===== src/hdl/b64d_pkg.sv =====
package b64d_pkg;

  typedef enum logic [1:0] {
    KIND_NONE  = 2'd0,
    KIND_BADCH = 2'd1,
    KIND_PAD   = 2'd2,
    KIND_LEN   = 2'd3
  } err_kind_t;

  localparam logic [7:0] CH_PLUS  = 8'h2B;
  localparam logic [7:0] CH_SLASH = 8'h2F;
  localparam logic [7:0] CH_PAD   = 8'h3D;
  localparam logic [7:0] CH_UA    = 8'h41;
  localparam logic [7:0] CH_UZ    = 8'h5A;
  localparam logic [7:0] CH_LA    = 8'h61;
  localparam logic [7:0] CH_LZ    = 8'h7A;
  localparam logic [7:0] CH_D0    = 8'h30;
  localparam logic [7:0] CH_D9    = 8'h39;

  localparam logic [1:0] POS_LAST = 2'd3;

  localparam int QDEPTH = 4;
  localparam int QAW    = $clog2(QDEPTH);
  localparam int QCW    = $clog2(QDEPTH + 1);

  typedef struct packed {
    logic       bad;
    logic       pad;
    logic [5:0] sext;
  } char_class_t;

  // One decoded group or one error report, handed from front to back.
  typedef struct packed {
    logic [23:0] data;
    logic [1:0]  nbytes;
    logic        last;
    logic        err;
    err_kind_t   kind;
  } job_t;

  function automatic char_class_t classify(input logic [7:0] c);
    char_class_t r;
    logic [7:0]  d;
    r.bad  = 1'b0;
    r.pad  = 1'b0;
    r.sext = 6'd0;
    d      = 8'd0;
    if (c >= CH_UA && c <= CH_UZ) begin
      d = c - CH_UA;
    end else if (c >= CH_LA && c <= CH_LZ) begin
      d = c - CH_LA + 8'd26;
    end else if (c >= CH_D0 && c <= CH_D9) begin
      d = c - CH_D0 + 8'd52;
    end else if (c == CH_PLUS) begin
      d = 8'd62;
    end else if (c == CH_SLASH) begin
      d = 8'd63;
    end else if (c == CH_PAD) begin
      r.pad = 1'b1;
    end else begin
      r.bad = 1'b1;
    end
    r.sext = d[5:0];
    return r;
  endfunction

endpackage


===== src/hdl/b64d_front.sv =====
module b64d_front (
  input  logic            clk,
  input  logic            rst_n,
  input  logic            in_valid,
  output logic            in_ready,
  input  logic [7:0]      in_char,
  input  logic            in_last,
  input  logic            q_full,
  output logic            q_push,
  output b64d_pkg::job_t  q_job
);

  logic [1:0]  pos_r, pos_nxt;
  logic [17:0] accum_r, accum_nxt;
  logic [1:0]  pads_r, pads_nxt;
  logic        disc_r, disc_nxt;

  b64d_pkg::char_class_t cls;
  b64d_pkg::err_kind_t   kind;
  logic                  fail;
  logic                  accept;
  logic [1:0]            pads_sum;

  assign in_ready = !q_full;
  assign accept   = in_valid && in_ready;
  assign cls      = b64d_pkg::classify(in_char);
  assign pads_sum = pads_r + {1'b0, cls.pad};

  always_comb begin
    fail = 1'b1;
    kind = b64d_pkg::KIND_NONE;
    if (in_last && pos_r != b64d_pkg::POS_LAST) begin
      kind = b64d_pkg::KIND_LEN;
    end else if (cls.bad) begin
      kind = b64d_pkg::KIND_BADCH;
    end else if (cls.pad && (pos_r[1] == 1'b0 ||
                 (pos_r == b64d_pkg::POS_LAST && !in_last))) begin
      kind = b64d_pkg::KIND_PAD;
    end else if (!cls.pad && pos_r == b64d_pkg::POS_LAST && pads_r != 2'd0) begin
      kind = b64d_pkg::KIND_PAD;
    end else begin
      fail = 1'b0;
    end
  end

  always_comb begin
    pos_nxt   = pos_r;
    accum_nxt = accum_r;
    pads_nxt  = pads_r;
    disc_nxt  = disc_r;
    q_push    = 1'b0;
    q_job     = '0;
    if (accept) begin
      if (disc_r) begin
        if (in_last) begin
          disc_nxt  = 1'b0;
          pos_nxt   = 2'd0;
          accum_nxt = '0;
          pads_nxt  = 2'd0;
        end
      end else if (fail) begin
        q_push       = 1'b1;
        q_job.data   = '0;
        q_job.nbytes = 2'd1;
        q_job.last   = 1'b1;
        q_job.err    = 1'b1;
        q_job.kind   = kind;
        pos_nxt      = 2'd0;
        accum_nxt    = '0;
        pads_nxt     = 2'd0;
        disc_nxt     = !in_last;
      end else if (pos_r != b64d_pkg::POS_LAST) begin
        accum_nxt = {accum_r[11:0], cls.sext};
        pads_nxt  = pads_sum;
        pos_nxt   = pos_r + 2'd1;
      end else begin
        q_push       = 1'b1;
        q_job.data   = {accum_r, cls.sext};
        q_job.nbytes = 2'd3 - pads_sum;
        q_job.last   = in_last;
        q_job.err    = 1'b0;
        q_job.kind   = b64d_pkg::KIND_NONE;
        pos_nxt      = 2'd0;
        accum_nxt    = '0;
        pads_nxt     = 2'd0;
      end
    end
  end

  always_ff @(posedge clk) begin
    if (!rst_n) begin
      pos_r   <= 2'd0;
      accum_r <= '0;
      pads_r  <= 2'd0;
      disc_r  <= 1'b0;
    end else begin
      pos_r   <= pos_nxt;
      accum_r <= accum_nxt;
      pads_r  <= pads_nxt;
      disc_r  <= disc_nxt;
    end
  end

endmodule


===== src/hdl/b64d_queue.sv =====
module b64d_queue (
  input  logic            clk,
  input  logic            rst_n,
  input  logic            push,
  input  b64d_pkg::job_t  push_job,
  output logic            full,
  input  logic            pop,
  output logic            nonempty,
  output b64d_pkg::job_t  head
);

  b64d_pkg::job_t slot_r [b64d_pkg::QDEPTH];

  logic [b64d_pkg::QAW-1:0] wr_r, wr_nxt, rd_r, rd_nxt;
  logic [b64d_pkg::QCW-1:0] cnt_r, cnt_nxt;

  assign full     = (cnt_r == b64d_pkg::QCW'(b64d_pkg::QDEPTH));
  assign nonempty = (cnt_r != '0);
  assign head     = slot_r[rd_r];

  always_comb begin
    wr_nxt  = push ? wr_r + 1'b1 : wr_r;
    rd_nxt  = pop ? rd_r + 1'b1 : rd_r;
    cnt_nxt = cnt_r;
    if (push && !pop) begin
      cnt_nxt = cnt_r + 1'b1;
    end else if (pop && !push) begin
      cnt_nxt = cnt_r - 1'b1;
    end
  end

  always_ff @(posedge clk) begin
    if (push) begin
      slot_r[wr_r] <= push_job;
    end
  end

  always_ff @(posedge clk) begin
    if (!rst_n) begin
      wr_r  <= '0;
      rd_r  <= '0;
      cnt_r <= '0;
    end else begin
      wr_r  <= wr_nxt;
      rd_r  <= rd_nxt;
      cnt_r <= cnt_nxt;
    end
  end

endmodule


===== src/hdl/b64d_back.sv =====
module b64d_back (
  input  logic            clk,
  input  logic            rst_n,
  input  logic            q_nonempty,
  input  b64d_pkg::job_t  q_head,
  output logic            q_pop,
  output logic            out_valid,
  input  logic            out_ready,
  output logic [7:0]      out_byte,
  output logic            out_last,
  output logic            out_error,
  output logic [1:0]      out_error_kind
);

  b64d_pkg::job_t job_r, job_nxt;
  logic           busy_r, busy_nxt;
  logic [1:0]     idx_r, idx_nxt;
  logic           final_beat;

  assign final_beat = (idx_r + 2'd1 == job_r.nbytes);
  assign q_pop      = q_nonempty && (!busy_r || (out_ready && final_beat));

  assign out_valid      = busy_r;
  assign out_last       = job_r.last && final_beat;
  assign out_error      = job_r.err;
  assign out_error_kind = job_r.kind;

  always_comb begin
    case (idx_r)
      2'd0:    out_byte = job_r.data[23:16];
      2'd1:    out_byte = job_r.data[15:8];
      default: out_byte = job_r.data[7:0];
    endcase
  end

  always_comb begin
    job_nxt  = job_r;
    busy_nxt = busy_r;
    idx_nxt  = idx_r;
    if (q_pop) begin
      job_nxt  = q_head;
      busy_nxt = 1'b1;
      idx_nxt  = 2'd0;
    end else if (busy_r && out_ready) begin
      if (final_beat) begin
        busy_nxt = 1'b0;
      end else begin
        idx_nxt = idx_r + 2'd1;
      end
    end
  end

  always_ff @(posedge clk) begin
    job_r <= job_nxt;
  end

  always_ff @(posedge clk) begin
    if (!rst_n) begin
      busy_r <= 1'b0;
      idx_r  <= 2'd0;
    end else begin
      busy_r <= busy_nxt;
      idx_r  <= idx_nxt;
    end
  end

endmodule


===== src/hdl/base64_stream_decoder_top.sv =====
// Channel  | Direction | Ports                                         | Beat
// ---------+-----------+-----------------------------------------------+---------------------
// input    | in        | in_valid, in_ready, in_char, in_last          | one base64 character
// result   | out       | out_valid, out_ready, out_byte, out_last,     | one byte or one
//          |           | out_error, out_error_kind                     | error report
//
// Takes one character per cycle while in_ready is high; a group of four yields up to three
// bytes, emitted one per cycle by the back end while out_ready is high, so throughput is
// one character/cycle when neither side stalls. A job passes a queue slot and then the
// back-end job register before its first byte appears. The four-entry job queue decouples
// the two ends: in_ready drops only when that queue is full. rst_n is synchronous and
// clears group state, the discard flag, the queue pointers and the output valid.
module base64_stream_decoder_top (
  input  logic       clk,
  input  logic       rst_n,
  input  logic       in_valid,
  output logic       in_ready,
  input  logic [7:0] in_char,
  input  logic       in_last,
  output logic       out_valid,
  input  logic       out_ready,
  output logic [7:0] out_byte,
  output logic       out_last,
  output logic       out_error,
  output logic [1:0] out_error_kind
);

  // Front end: classify the character, track the group, build one job per group
  // or per error.
  logic           q_push;
  logic           q_full;
  logic           q_pop;
  logic           q_nonempty;
  b64d_pkg::job_t q_job;
  b64d_pkg::job_t q_head;

  b64d_front u_front (
    .clk      (clk),
    .rst_n    (rst_n),
    .in_valid (in_valid),
    .in_ready (in_ready),
    .in_char  (in_char),
    .in_last  (in_last),
    .q_full   (q_full),
    .q_push   (q_push),
    .q_job    (q_job)
  );

  // Hold finished jobs so the front keeps accepting while the back drains bytes.
  b64d_queue u_queue (
    .clk      (clk),
    .rst_n    (rst_n),
    .push     (q_push),
    .push_job (q_job),
    .full     (q_full),
    .pop      (q_pop),
    .nonempty (q_nonempty),
    .head     (q_head)
  );

  // Back end: split each job into one to three result beats.
  b64d_back u_back (
    .clk            (clk),
    .rst_n          (rst_n),
    .q_nonempty     (q_nonempty),
    .q_head         (q_head),
    .q_pop          (q_pop),
    .out_valid      (out_valid),
    .out_ready      (out_ready),
    .out_byte       (out_byte),
    .out_last       (out_last),
    .out_error      (out_error),
    .out_error_kind (out_error_kind)
  );

endmodule


===== config.mk =====
export PLATFORM = sky130hd
export DESIGN_NAME = base64_stream_decoder_top
export DESIGN_NICKNAME = d
export VERILOG_FILES = /design/src/hdl/b64d_pkg.sv /design/src/hdl/b64d_front.sv /design/src/hdl/b64d_queue.sv /design/src/hdl/b64d_back.sv /design/src/hdl/base64_stream_decoder_top.sv
export SDC_FILE = /design/constraint.sdc
export NUM_CORES = 1
export LEC_CHECK = 0
export ABC_AREA = 1
export BUFFER_PORTS_ARGS = -buffer_cell sky130_fd_sc_hd__buf_2
export CAP_MARGIN = 40
export CORE_ASPECT_RATIO = 2
export CORE_MARGIN = 2
export CORE_UTILIZATION = 50
export DETAILED_ROUTE_END_ITERATION = 10
export GPL_ROUTABILITY_DRIVEN = 0
export GPL_TIMING_DRIVEN = 0
export PLACE_DENSITY = 0.74
export SETUP_SLACK_MARGIN = 0.3
export SLEW_MARGIN = 40
export SYNTH_ARGS = -nofsm -noshare
export SYNTH_HDL_FRONTEND = slang
export SYNTH_HIERARCHICAL = 1
export SYNTH_SLANG_ARGS = --single-unit

===== constraint.sdc =====
create_clock -name clk -period 3.95 [get_ports clk]
set_input_delay 0.5925 -clock clk [delete_from_list [all_inputs] [get_ports clk]]
set_output_delay 0.5925 -clock clk [all_outputs]
set_load 0.02 [all_outputs]

* After elaboration in Yosys (flattened, before gate mapping)
Memories as Yosys holds them, arrays and structs flattened. A register that Yosys moved wholly into a read port is not among the register bits.
Cells that the tools add are included.
** Word-level totals
- Bits in read-only memories :: 0
- Input port bits :: 13
- Output and inout bits :: 14
- Latch bits :: 0
- RAM bits :: 120
- Bits in registers :: 33
- Memories kept :: 1
- Logic and storage cells :: 124
** Cells by class
- Multipliers :: 0
- Multiplexer cells :: 50
- $lt $le $gt $ge :: 6
- Reductions and logical operators :: 33
- Equality and inequality tests :: 9
- Bitwise logic cells :: 3
- Div/mod/pow operators :: 0
- Add/subtract/negate cells :: 13
- Shift-type cells :: 0
** Memory list
- u_queue.slot_r :: depth 4, width 30, rd ports 1, clocked after memory_dff 1, write ports 1, line b64d_queue.sv:12 : b64d_pkg::job_t slot_r [b64d_pkg::QDEPTH];
** Operators with widths (count)
- 30-bit 2-to-1 mux :: 4
- 18-bit 2-to-1 mux :: 4
- 2-bit 2-to-1 mux :: 16
- 6-bit 2-to-1 mux :: 5
- 8-bit by 6-bit equality test with 1-bit output (second input constant) :: 3
- 1-bit 2-to-1 mux :: 18
- 8-bit by 7-bit greater-or-equal comparator with 1-bit output (second input constant) :: 2
- 8-bit by 7-bit <= comparator with 1-bit output (second input constant) :: 2
- 8-bit one-hot mux with 2 select lines :: 1
- 1-bit logical AND :: 15
- 6-bit subtractor (second input constant) :: 2
- 2-bit by 1-bit adder with 2-bit output (second input constant) :: 4
- 8-bit by 6-bit greater-or-equal comparator with 1-bit output (second input constant) :: 1
- 8-bit by 6-bit <= comparator with 1-bit output (second input constant) :: 1
- 2-bit nonzero test :: 4
- 6-bit by 5-bit adder with 6-bit output (second input constant) :: 1
- 6-bit adder (second input constant) :: 1
- 1-bit logical NOT :: 6
- 3-bit 2-to-1 mux :: 2
- 2-bit AND reduction :: 3
- 6-bit by 1-bit subtractor with 6-bit output (second input constant) :: 1
- 2-bit inequality test (second input constant) :: 2
- 3-bit by 1-bit adder with 3-bit output (second input constant) :: 1
- 3-bit equality test (second input constant) :: 1
- other kinds (11) :: 14

* Depth between registers and ports, before layout
Gate-level depths: netlist (run 1).
- Word-level depth :: 21
- Gate-level depth with buffers :: 22
- Mapped depth without buffers :: 22

* By module
Netlist (run 1), hierarchy kept.
** By module, submodules not included
- b64d_queue :: cells each 350, seq. area each 3783.6 um2, instances 1, area each 4942.2 um2
- b64d_front :: cells each 363, seq. area each 460.4 um2, instances 1, area each 2138.3 um2
- b64d_back :: cells each 93, seq. area each 960.9 um2, instances 1, area each 1278.7 um2

* Worst setup path before layout (run 1)
OpenSTA, ideal clock, no wires.
- Path kind :: input -> register
- Start :: input in_char[2]
- End :: memory u_queue/slot_r[0][0] in the netlist's numbering (enable)
- Required time :: 3.565 ns
- Path buffers :: 1
- Setup time :: 0.385 ns
- Setup slack :: 1.013 ns
- Cell stages on the path :: 14
- Arrival :: 2.552 ns
- Cell sequence :: buf_2 -> inv_2 -> ha_1 -> nand2_1 -> nand2_1 -> nand2_1 -> nand3_2 -> nand2_4 -> nand3_4 -> nand3_1 -> nand2_1 -> nand2_1 -> nand2_1 -> inv_1
** On the way
- Cells in the longest elaborated chain, start to end :: 19
- Elaborated cells on any way between the ends :: 32
- Classes of those cells :: order compare (6); eq/ne (3); mux (16); reduce/logical (7)
** Ends and longest elaborated chain
- from (decl) :: line base64_stream_decoder_top.sv:18 : input logic [7:0] in_char,
- 8-bit by 6-bit equality test with 1-bit output :: line b64d_pkg.sv:58 : end else if (c == CH_PAD) begin
- 1-bit 2-to-1 mux :: line b64d_pkg.sv:58
- 2-bit 2-to-1 mux :: line b64d_pkg.sv:56 : end else if (c == CH_SLASH) begin
- 2-bit 2-to-1 mux :: line b64d_pkg.sv:54 : end else if (c == CH_PLUS) begin
- 2-bit 2-to-1 mux :: line b64d_pkg.sv:52 : end else if (c >= CH_D0 && c <= CH_D9) begin
- 2-bit 2-to-1 mux :: line b64d_pkg.sv:50 : end else if (c >= CH_LA && c <= CH_LZ) begin
- 2-bit 2-to-1 mux * :: line b64d_pkg.sv:48 : if (c >= CH_UA && c <= CH_UZ) begin
- 1-bit logical NOT :: line b64d_front.sv:39 : end else if (!cls.pad && pos_r == b64d_pkg::POS_LAST && pads_r != 2'd0) begin
- [... 4 more ...]
- 1-bit 2-to-1 mux * :: line b64d_front.sv:34 : end else if (cls.bad) begin
- 1-bit 2-to-1 mux * :: line b64d_front.sv:32 : if (in_last && pos_r != b64d_pkg::POS_LAST) begin
- 1-bit 2-to-1 mux * :: line b64d_front.sv:61 : end else if (fail) begin
- 1-bit 2-to-1 mux * :: line b64d_front.sv:54 : if (disc_r) begin
- 1-bit 2-to-1 mux * :: line b64d_front.sv:53 : if (accept) begin
- via q_push :: line base64_stream_decoder_top.sv:30 : logic q_push;
- 1-bit 2-to-1 mux * :: line b64d_queue.sv:33 : if (push) begin
- 1-bit 2-to-1 mux (implied by the code) * :: line b64d_queue.sv:34 : slot_r[wr_r] <= push_job;
- to (decl) :: line b64d_queue.sv:12
The timed path passes the listed nets; every way through them passes the cells marked *.

* Final worst setup path (run 1)
- Start :: register u_queue/cnt_r[1] in the netlist's numbering
- End :: register u_queue/cnt_r[2] in the netlist's numbering
** On the way
- Cells in the longest elaborated chain, start to end :: 7
- Elaborated cells on any way between the ends :: 15
- Classes of those cells :: add/sub (2); eq/ne (1); mux (3); reduce/logical (9)
** Ends and longest elaborated chain
- from (decl) :: line b64d_queue.sv:15 : logic [b64d_pkg::QCW-1:0] cnt_r, cnt_nxt;
- from (signal assigned) :: line b64d_queue.sv:46 : cnt_r <= cnt_nxt;
- 3-bit equality test * :: line b64d_queue.sv:17 : assign full = (cnt_r == b64d_pkg::QCW'(b64d_pkg::QDEPTH));
- via q_full :: line base64_stream_decoder_top.sv:31 : logic q_full;
- 1-bit logical NOT * :: line b64d_front.sv:24 : assign in_ready = !q_full;
- 1-bit logical AND * :: line b64d_front.sv:25 : assign accept = in_valid && in_ready;
- 1-bit 2-to-1 mux * :: line b64d_front.sv:53
- via q_push :: line base64_stream_decoder_top.sv:30
- 1-bit logical NOT :: line b64d_queue.sv:27 : end else if (pop && !push) begin
- 1-bit logical AND :: line b64d_queue.sv:27
- 2-bit nonzero test (no source line)
The timed path passes the listed nets; every way through them passes the cells marked *. The select of a mux whose other input is x is not followed.
A chain may end at the register's enable or synchronous reset.

==> results_dict.tcl, run 1 <==
set metrics [dict create \
    hold_viol_final 0 \
    status "finished clean" \
    dieArea_um2 17800 \
    antenna_left 0 \
    synthTopCellsByArea "edfxtp_1 (54%), dfxtp_1 (8.4%), nor2_1 (7.2%), nand2_1 (5.2%), inv_1 (3.1%)" \
    final_common_cell "nor2_1" \
    layout_common_cells "nor2_1 (161), edfxtp_1 (150), nand2_1 (116)" \
    netlist_area_um2 8360 \
    cts.sinks 185 \
    worstSetupEndpointType "flop" \
    ys_types 37 \
    drtIter0Drc 369 \
    placed_area_um2 8810 \
    drc 0 \
    setup_slack_ns 0.832 \
    nFillCells 1338 \
    whs_path_depth 1 \
    regToRegSetupSlack_ns 0.83 \
    critPathArrivalTime_ns 3.45 \
    hold_class "reg2reg" \
    synth-seq-cells 185 \
    fin_area_um2 9440 \
    crit_path_max_incr_delay_ns 0.47 \
    initial_core_util_pct 51.1 \
    vias 5853 \
    diodes 0 \
    insertion_delay_ns 0.44 \
    cp_slowest_cell "buf_1" \
    worst-setup-path-type "reg2reg" \
    rsz0062_at_grt "no" \
    r2r_start "u_queue/cnt_r[1]" \
    postCtsHoldBufs 0 \
    viasPerCell 5.46 \
    cts_root_buf "clkbuf_16" \
    synth_largest_area_cell "edfxtp_1" \
    ir_worst_vdd_v 0.000262 \
    grt_overflow_total 0 \
    cts_resized 0 \
    core_um2 16400 \
    routedWlPerCell_um 17.6 \
    grt_pass1_wl_um 29700 \
    synth.yosys.seq_area_share_pct 62.3 \
    clk_pin_slew_ns 0.06 \
    total_power_w 0.00614 \
    reg2regPathDepth 17 \
    required_ns 4.28 \
    fmax_mhz 321 \
    setup_viol 0 \
    slew_viol_final 0 \
    period_minus_slack_ns 3.12 \
    fp.dieH_um 187 \
    ys_warn_count 6 \
    cp-start-kind "flop" \
    maxCapViolCount 0 \
    drt-total-wl_um 18800 \
    min_from "u_queue/rd_r[1]" \
    synth_flop_cell "edfxtp_1" \
    critPathTopFamily "buffers and inverters" \
    timing.clock.skew_ns 0.0101 \
    syn_nets 839 \
    cts_buffer_depth 2 \
    synth-edff-count 150 \
    row_count 66 \
    yosys.area.top_type_share_pct 53.9 \
    critPathBufInv 6 \
    synth_cells 806 \
    track_usage_pct 22.4 \
    grt_pass1_vias 5904 \
    period_share_pct 78.9 \
    numPortBuffers 25 \
    h-tree-depth 4 \
    synthArstFlopShare_pct 0 \
    first_pass_iters 5 \
    cts_inserted_buffers 17 \
    cts_tree "built" \
    io-pin-count 27 \
    r2r-end "u_queue/cnt_r[2]" \
    nNetsFinal 887 \
    worstMarginPinSlew_ns 0.758 \
    dp_slack_ns 0.547 \
    leakage_nw 3.49 \
    critPathMaxFanout 10 \
    postCtsSetupBuffers 0 \
    cpMostUsedCell "nand2_1" \
    dp_hpwl_um 12900 \
    antenna_found_initial 0 \
    grt_max_degree 34 \
    path_cells "nor3_1, inv_1, nand2_1, nor2_1, clkbuf_1, buf_1, nand2_1, nand2_1, ha_1, inv_1, fa_1, inv_1, nand2_1, nand3_1, nand2_1, inv_1, nor2_1" \
    area_delta_synth_final_pct 12.9 \
    p_per_area_nw_per_um2 651 \
    drive_gt1_share_pct 15.2 \
    fin_tns_setup_ns 0 \
    fin_util_pct 57.7 \
    die_x_um 95.4 \
    slew_headroom_pct 49.5 \
    syn_avg_cell_area_um2 10.4 \
]
[worst reg2reg max path: stages (launching register included)]
cell      delay [ns]
dfxtp_1         0.40
nor3_1          0.08
inv_1           0.07
nand2_1         0.09
nor2_1          0.17
clkbuf_1        0.41
buf_1           0.47
nand2_1         0.17
nand2_1         0.19
ha_1            0.20
inv_1           0.07
fa_1            0.38
inv_1           0.06
nand2_1         0.06
nand3_1         0.08
nand2_1         0.05
inv_1           0.05
nor2_1          0.03
[layout make-up]
class / instances / area [um2] / area share, %
Clock buffer: 19 / 433 / 4.59
Clock inverter: 13 / 169 / 1.79
Inverter: 77 / 297 / 3.14
Multi-Input combinational cell: 510 / 2590 / 27.5
Buffer: 34 / 263 / 2.78
Timing Repair Buffer: 29 / 220 / 2.33
Tap cell: 204 / 255 / 2.70
Sequential cell: 185 / 5200 / 55.2
[state kept, by name, summed over array words and instances, names as in the netlist, named ones only]
| name | flops |
|---|---|
| u_front/pos_r | 2 |
| u_back/job_r | 27 |
| u_front/disc_r | 1 |
| u_queue/rd_r | 2 |
| u_front/pads_r | 2 |
| u_queue/wr_r | 2 |
| u_back/out_error | 1 |
| u_queue/cnt_r | 3 |
| u_back/out_error_kind | 2 |
| u_back/out_valid | 1 |
| u_front/accum_r | 18 |
| u_back/idx_r | 2 |
| u_queue/slot_r | 120 |
[Yosys cell counts (all sizes together) (2+ instances only)]
cell and number:
nor2 175, edfxtp 150, nand2 127, inv 76
o21ai 73, dfxtp 35, nand3 32, buf 30
o22ai 30, a21oi 27, ha 19, a22oi 8
xor2 6, nand4 5, clkbuf 4, xnor2 3
a21boi 2
[cell families (layout without fill, tap and decap cells)]
group | after synthesis | in the layout | share of synthesized area (%)
AND/OR/NAND/NOR | 341 | 341 | 17.8
flip-flops | 185 | 185 | 62.3
AO/OA/AOI/OAI | 140 | 140 | 9.18
buffers and inverters | 111 | 172 | 6.69
adder cells (fa/ha/maj) | 20 | 20 | 3.08
XOR/XNOR | 9 | 9 | 1.03
[routing by layer]
| layer | global-route usage [%] | wire, um |
|---|---|---|
| met1 | 22.9 | 6760 |
| met2 | 41.0 | 10600 |
| met3 | 4.47 | 615 |
| met4 | 12.1 | 883 |
| met5 | 0 | 0 |
[worst max path at each step]
stage,from,to,slack [ns],cells past startpoint
after floorplan,in_char[2],u_queue/slot_r[0][0],1.01,14
after global placement,in_char[2],u_queue/slot_r[0][28],0.03,15
after detailed placement,in_char[2],u_queue/cnt_r[2],0.55,22
after CTS,u_queue/cnt_r[1],u_queue/cnt_r[2],0.88,17
after global routing,u_queue/cnt_r[1],u_queue/cnt_r[2],0.52,17
final,u_queue/cnt_r[1],u_queue/cnt_r[2],0.83,17
[where the power goes]
part           total [W]  switching [W]  internal [W]
combinational    0.00175        0.00116      0.000587
sequential       0.00267       0.000131       0.00254
clock            0.00172       0.000719       0.00100
[per-stage QoR]
step | hold slack [ns] | std cells
2_1_floorplan | 0.412 | 806
3_3_place_gp | 0.431 | 1035
3_5_place_dp | 0.440 | 1038
4_1_cts | 0.450 | 1070
5_1_grt | 0.474 | 1071
6_report | 0.452 | 1071
No activity file was read; power rests on OpenSTA's default activity.
==> run 2: changes to the inputs <==
--- a/config.mk
+++ b/config.mk
@@ -5,7 +5,7 @@
 export SDC_FILE = /design/constraint.sdc
 export NUM_CORES = 1
 export LEC_CHECK = 0
-export ABC_AREA = 1
+export ABC_AREA = 0
 export BUFFER_PORTS_ARGS = -buffer_cell sky130_fd_sc_hd__buf_2
 export CAP_MARGIN = 40
 export CORE_ASPECT_RATIO = 2
@@ -14,7 +14,7 @@
 export DETAILED_ROUTE_END_ITERATION = 10
 export GPL_ROUTABILITY_DRIVEN = 0
 export GPL_TIMING_DRIVEN = 0
-export PLACE_DENSITY = 0.74
+export PLACE_DENSITY = 0.77
 export SETUP_SLACK_MARGIN = 0.3
 export SLEW_MARGIN = 40
 export SYNTH_ARGS = -nofsm -noshare
==> constraint.sdc (replaced) <==
create_clock -name clk -period 2.5 [get_ports clk]
set_input_delay 0.375 -clock clk [delete_from_list [all_inputs] [get_ports clk]]
set_output_delay 0.375 -clock clk [all_outputs]
set_load 0.02 [all_outputs]
==> results_dict.tcl, run 2 <==
set metrics [dict create \
    layout_common_cells "edfxtp_1 (150), and2_4 (37), dfxtp_1 (32)" \
    final_common_cell "edfxtp_1" \
    timing.clock.skew_ns 0.0119 \
    area_delta_synth_final_pct 23.0 \
    setup_slack_ns -0.0700 \
    nFillCells 1087 \
    p_per_area_nw_per_um2 962 \
    critPathBufInv 4 \
    status "complete, but fails checks" \
    cp_slowest_cell "fa_2" \
    place_inst 710 \
    leakage_nw 3.33 \
    antenna_found_initial 0 \
    fin_area_um2 9500 \
    hold_viol_final 0 \
    setup_viol 1 \
    netlist_area_um2 7720 \
    total_power_w 0.00914 \
    synth_largest_area_cell "edfxtp_1" \
    slew_headroom_pct 52.0 \
    worstMarginPinSlew_ns 0.712 \
    violations "setup timing" \
    worst-path-stages 16 \
    h-tree-depth 4 \
    yosys.area.top_type_share_pct 58.3 \
    fmax_mhz 389 \
    busiest_layer "met2" \
    hold_ws_ns 0.317 \
    rsz0062_at_grt "yes" \
    grt_util_met1_pct 19.5 \
    numPortBuffers 25 \
    dp_hpwl_um 9790 \
    cts.sinks 185 \
    slew_viol_final 0 \
    top_regs "u_queue/slot_r (120), u_back/job_r (27), u_front/accum_r (18)" \
    first_pass_iters 5 \
    antenna_left 0 \
    grt_overflow_total 0 \
    largest_reg_flops 120 \
    use_met2_pct 37.4 \
    post-synth-top-count-cell "edfxtp_1" \
    required_ns 2.85 \
    vias 4508 \
    crit_path_max_incr_delay_ns 0.32 \
    viasPerCell 5.75 \
    critPathTopFamily "simple AND/OR/NAND/NOR gates" \
    period_share_pct 103 \
    grt_pass1_vias 4623 \
    track_usage_pct 19.2 \
    initial_core_util_pct 50.8 \
    fp.dieH_um 180 \
    finalNonFillerCells 784 \
    syn_nets 519 \
    synth_top_cells_by_count "edfxtp_1 (150), dfxtp_1 (35), nand2_1 (33)" \
    drtIter0Drc 376 \
    dieArea_um2 16500 \
    hold_class "in2reg" \
    path_cells "buf_8, inv_6, ha_4, nor2b_4, a2bb2oi_4, or3_1, buf_6, o211ai_4, and2_4, a21oi_4, ha_4, inv_2, fa_2, xor2_1, or3_1, a21boi_1" \
    diodes 0 \
    whs_path_depth 2 \
    cts_inserted_buffers 17 \
    nNetsFinal 606 \
    routedWlPerCell_um 21.9 \
    cts_tree "built" \
    worstSetupEndpointType "flop" \
    placed_area_um2 8270 \
    synthArstFlopShare_pct 0 \
    drt-total-wl_um 17100 \
    maxCapViolCount 0 \
    insertion_delay_ns 0.42 \
    ir_worst_vdd_v 0.000479 \
    row_count 64 \
    ys_warn_count 6 \
    clk_pin_slew_ns 0.07 \
    drive_gt1_share_pct 37.9 \
    io-pin-count 27 \
    critPathArrivalTime_ns 2.92 \
    syn_avg_cell_area_um2 15.9 \
    synthTopCellsByArea "edfxtp_1 (58%), dfxtp_1 (9.1%), mux4_2 (8.7%), ha_1 (3.1%), and2_1 (2.4%)" \
    cts_root_buf "clkbuf_16" \
    cts_buffer_depth 2 \
    synth-edff-count 150 \
    period_minus_slack_ns 2.57 \
    synth_flop_cell "edfxtp_1" \
    worst-setup-path-type "in2reg" \
    critPathMaxFanout 7 \
    synth-seq-cells 185 \
    synth.yosys.seq_area_share_pct 67.4 \
    drc 0 \
    reg2regPathDepth 11 \
    top_register "u_queue/slot_r" \
    ys_types 61 \
    synth_cells 486 \
    use_met3_pct 3.14 \
    grt_max_degree 31 \
    core_um2 15200 \
    die_x_um 91.9 \
    cp-start-kind "primary input" \
    grt_pass1_wl_um 24100 \
]
## run 2: changes by cell type in the layout (fill, tap and decap cells not counted), moves of 11 or more
cell,change
o22ai_1,-29
a22o_1,+14
nand2_1,-85
and2_4,+37
a21oi_1,-13
buf_2,-11
mux4_2,+30
o21ai_0,-29
buf_4,+20
inv_1,-55
nor2_1,-150
o21ai_1,-29
nand3_1,-25
## run 2: path summary, 6_finish.rpt
| path | slack, ns | endpoint | start |
|---|---|---|---|
| max | -0.07 | u_queue/cnt_r[2] | in_char[1] |
| min | 0.32 | u_back/out_valid | rst_n |
| max reg2reg | 0.01 | u_queue/cnt_r[2] | u_queue/cnt_r[2] |
| min reg2reg | 0.49 | u_front/pos_r[0] | u_front/pos_r[0] |
## run 2: report_power, final
| part | total [W] | internal, W | switching, W |
|---|---|---|---|
| Sequential | 0.00413 | 0.00395 | 0.000181 |
| Combinational | 0.00233 | 0.00105 | 0.00127 |
| Clock | 0.00268 | 0.00151 | 0.00117 |
| Total | 0.00914 | 0.00651 | 0.00262 |
## run 2: timing repair
| item | in CTS | in global routing |
|---|---|---|
| hold buffers | 0 | 0 |
| setup buffers | 17 | 12 |
| endpoints found under the setup margin | 276 | 233 |
| pin swaps | 15 | 9 |
| cloned | 0 | 13 |
| resized for setup | 45 | 42 |
## run 2: logic make-up (layout without fill, tap and decap cells)
| kind of cell | count (synthesis) | count (layout) | share of synthesized area [%] |
|---|---|---|---|
| AOI/OAI and AO/OA | 80 | 80 | 7.61 |
| xor gates and xnor gates | 12 | 12 | 1.36 |
| adders and majority gates | 20 | 20 | 3.34 |
| buffers and inverters | 37 | 125 | 2.66 |
| DFF | 185 | 185 | 67.4 |
| muxes | 34 | 34 | 9.26 |
| and+or+nand+nor | 118 | 130 | 8.39 |
## run 2: metal layers
metal | share of wire (%) | routed length (um) | up-vias
met1 | 34 | 5880 | 2255
li1 | - | - | 2059
met3 | 2.7 | 456 | 43
met2 | 59 | 10200 | 151
met4 | 3.6 | 612 | 0
met5 | 0 | 0 | -
## run 2: stage by stage
stage | TNS, ns | worst slack, ns | utilization (%)
after CTS | -8.36 | -0.0879 | 60.1
after detailed placement | -149.10 | -0.968 | 54.3
after global placement | -124.16 | -0.849 | 54.2
after floorplan | -21.33 | -0.431 | -
final | -0.0700 | -0.0700 | 62.5
after global routing | -0.147 | -0.147 | 62.5
## run 2: area by class of cell
type | instances | area [um2] | area share, %
flip-flops and latches | 185 | 5210 | 54.8
multi-input cells | 276 | 2700 | 28.4
repair buffers | 56 | 474 | 4.99
clock buffers | 17 | 425 | 4.48
well taps | 198 | 248 | 2.61
plain buffers | 21 | 183 | 1.92
clock inverters | 15 | 176 | 1.86
inverters | 16 | 82.6 | 0.869
## run 2: worst reg2reg max path, delay by kind of cell (launching register included)
kind | cells | cell delay, ns
buffers and inverters | 2 | 0.21
AOI/OAI and AO/OA | 2 | 0.29
and+or+nand+nor | 4 | 0.98
xor gates and xnor gates | 1 | 0.15
adders and majority gates | 2 | 0.48
DFF | 1 | 0.32
==> run 3: changes to the inputs <==
==> constraint.sdc (replaced) <==
create_clock -name clk -period 2.25 [get_ports clk]
set_input_delay 0.3375 -clock clk [delete_from_list [all_inputs] [get_ports clk]]
set_output_delay 0.3375 -clock clk [all_outputs]
set_load 0.02 [all_outputs]
==> results_dict.tcl, run 3 (synthesis results as in run 2) <==
set metrics [dict create \
    die_x_um 91.9 \
    row_count 64 \
    insertion_delay_ns 0.42 \
    r2r_start "u_back/idx_r[0]" \
    drt-total-wl_um 17700 \
    drc 0 \
    clk_pin_slew_ns 0.06 \
    worst-setup-path-type "in2reg" \
    antenna_found_initial 0 \
    grt_max_degree 20 \
    setup_viol 63 \
    min_from "rst_n" \
    h-tree-depth 4 \
    nNetsFinal 618 \
    initial_core_util_pct 50.8 \
    cts_tree "built" \
    antenna_left 0 \
    top_register "u_queue/slot_r" \
    nFillCells 994 \
    worstSetupEndpointType "flop" \
    drive_gt1_share_pct 43.3 \
    period_minus_slack_ns 2.61 \
    grt_pass1_wl_um 26200 \
    cts_buffer_depth 2 \
    fin_util_pct 64.3 \
    dp_hpwl_um 9830 \
    drtIter0Drc 403 \
    violations "setup timing" \
    fp.dieH_um 180 \
    cts.sinks 185 \
    slew_headroom_pct 63.0 \
    timing.clock.skew_ns 0.00939 \
    ir_worst_vdd_v 0.000456 \
    numPortBuffers 25 \
    largest_reg_flops 120 \
    layout_common_cells "edfxtp_1 (150), and2_4 (37), buf_4 (37)" \
    setup_slack_ns -0.362 \
    leakage_nw 3.42 \
    p_per_area_nw_per_um2 1050 \
    grt_overflow_total 0 \
    final_common_cell "edfxtp_1" \
    grt_pass1_vias 4845 \
    required_ns 2.60 \
    postCtsHoldBufs 0 \
    cts_root_buf "clkbuf_16" \
    maxCapViolCount 0 \
    routedWlPerCell_um 22.2 \
    io-pin-count 27 \
    fmax_mhz 383 \
    cp-start-kind "primary input" \
    rsz0062_at_grt "yes" \
    total_power_w 0.0103 \
    r2r-end "u_queue/cnt_r[2]" \
    min_to "u_back/out_valid" \
    diodes 0 \
    vias 4731 \
    area_delta_synth_final_pct 26.6 \
    core_um2 15200 \
    reg2regPathDepth 13 \
    cts_inserted_buffers 17 \
    hold_viol_final 0 \
    viasPerCell 5.94 \
    status "complete, but fails checks" \
    first_pass_iters 5 \
    whs_path_depth 2 \
    period_share_pct 116 \
    hold_class "in2reg" \
    critPathMaxFanout 7 \
    slew_viol_final 0 \
    track_usage_pct 21.3 \
    critPathArrivalTime_ns 2.96 \
    worstMarginPinSlew_ns 0.549 \
    dieArea_um2 16500 \
    regToRegSetupSlack_ns -0.28 \
    top_regs "u_queue/slot_r (120), u_back/job_r (27), u_front/accum_r (18)" \
]
run 3: changes by cell type in the layout (fill, tap and decap cells not counted), sizes merged:
cell	previous run	this run
inv	25	19
clkbuf	20	25
buf	74	84
clkinvlp	1	4
clkinv	3	4
bufinv	2	1
run 3: per-layer routing:
metal | wire, um | vias to the layer above | track usage, %
li1 | - | 2072 | -
met5 | 0 | - | 0
met4 | 1200 | 0 | 13.6
met1 | 5650 | 2359 | 21.5
met2 | 10000 | 226 | 39.8
met3 | 840 | 74 | 2.93
run 3: worst max-delay path, cell delays in order:
cell      delay (ns)
buf_8           0.11
buf_4           0.13
ha_4            0.18
nor2b_2         0.17
nand3_2         0.11
mux2i_1         0.27
a21oi_2         0.13
and2_4          0.18
a21oi_4         0.19
ha_4            0.17
inv_4           0.03
fa_2            0.36
xor2_2          0.16
or3_1           0.32
a21boi_1        0.12
run 3: stage by stage:
| step | setup WS (ns) | TNS [ns] | cell area, um2 | hold WS [ns] | std cells |
|---|---|---|---|---|---|
| after global routing | -0.459 | -6.88 | 9780 | 0.291 | 796 |
| after floorplan | -0.644 | -49.57 | 7900 | 0.448 | 486 |
| after global placement | -1.08 | -183.67 | 8270 | 0.465 | 709 |
| after detailed placement | -1.23 | -187.62 | 8290 | 0.469 | 710 |
| final | -0.362 | -5.24 | 9780 | 0.283 | 796 |
| after CTS | -0.352 | -0.425 | 9440 | 0.264 | 778 |
run 3: area by class of cell:
cell class                 instances  area, um2  area share (%)
clock buffer                      20        447            4.57
sequential                       185       5210            53.3
clock inverter                    12        118            1.20
inverter                          16       90.1           0.921
timing repair buffer              69        661            6.75
multi-input combinational        276       2820            28.9
buffer                            20        185            1.89
tap                              198        248            2.53
run 3: where the power goes:
| part | internal, W | total [W] | switching [W] |
|---|---|---|---|
| logic | 0.00139 | 0.00287 | 0.00148 |
| clock network | 0.00157 | 0.00281 | 0.00124 |
| registers | 0.00439 | 0.00461 | 0.000220 |
| total | 0.00734 | 0.0103 | 0.00294 |
run 3: timing repair:
| action | in CTS | in global routing |
|---|---|---|
| buffers inserted | 25 | 15 |
| setup endpoints to repair | 301 | 290 |
| pin swaps | 40 | 21 |
| resized for setup | 98 | 38 |
| gates cloned | 12 | 3 |
run 3: how the worst max path moves through the flow:
stage / start / end / slack [ns] / cells after the start
CTS: in_char[3] / u_queue/cnt_r[2] / -0.35 / 17
floorplan: in_char[2] / u_queue/cnt_r[2] / -0.64 / 15
global route: in_char[3] / u_queue/cnt_r[2] / -0.46 / 15
global placement: in_char[2] / u_queue/slot_r[0][18] / -1.08 / 11
detailed placement: in_char[2] / u_queue/cnt_r[2] / -1.23 / 16
finish: in_char[3] / u_queue/cnt_r[2] / -0.36 / 15
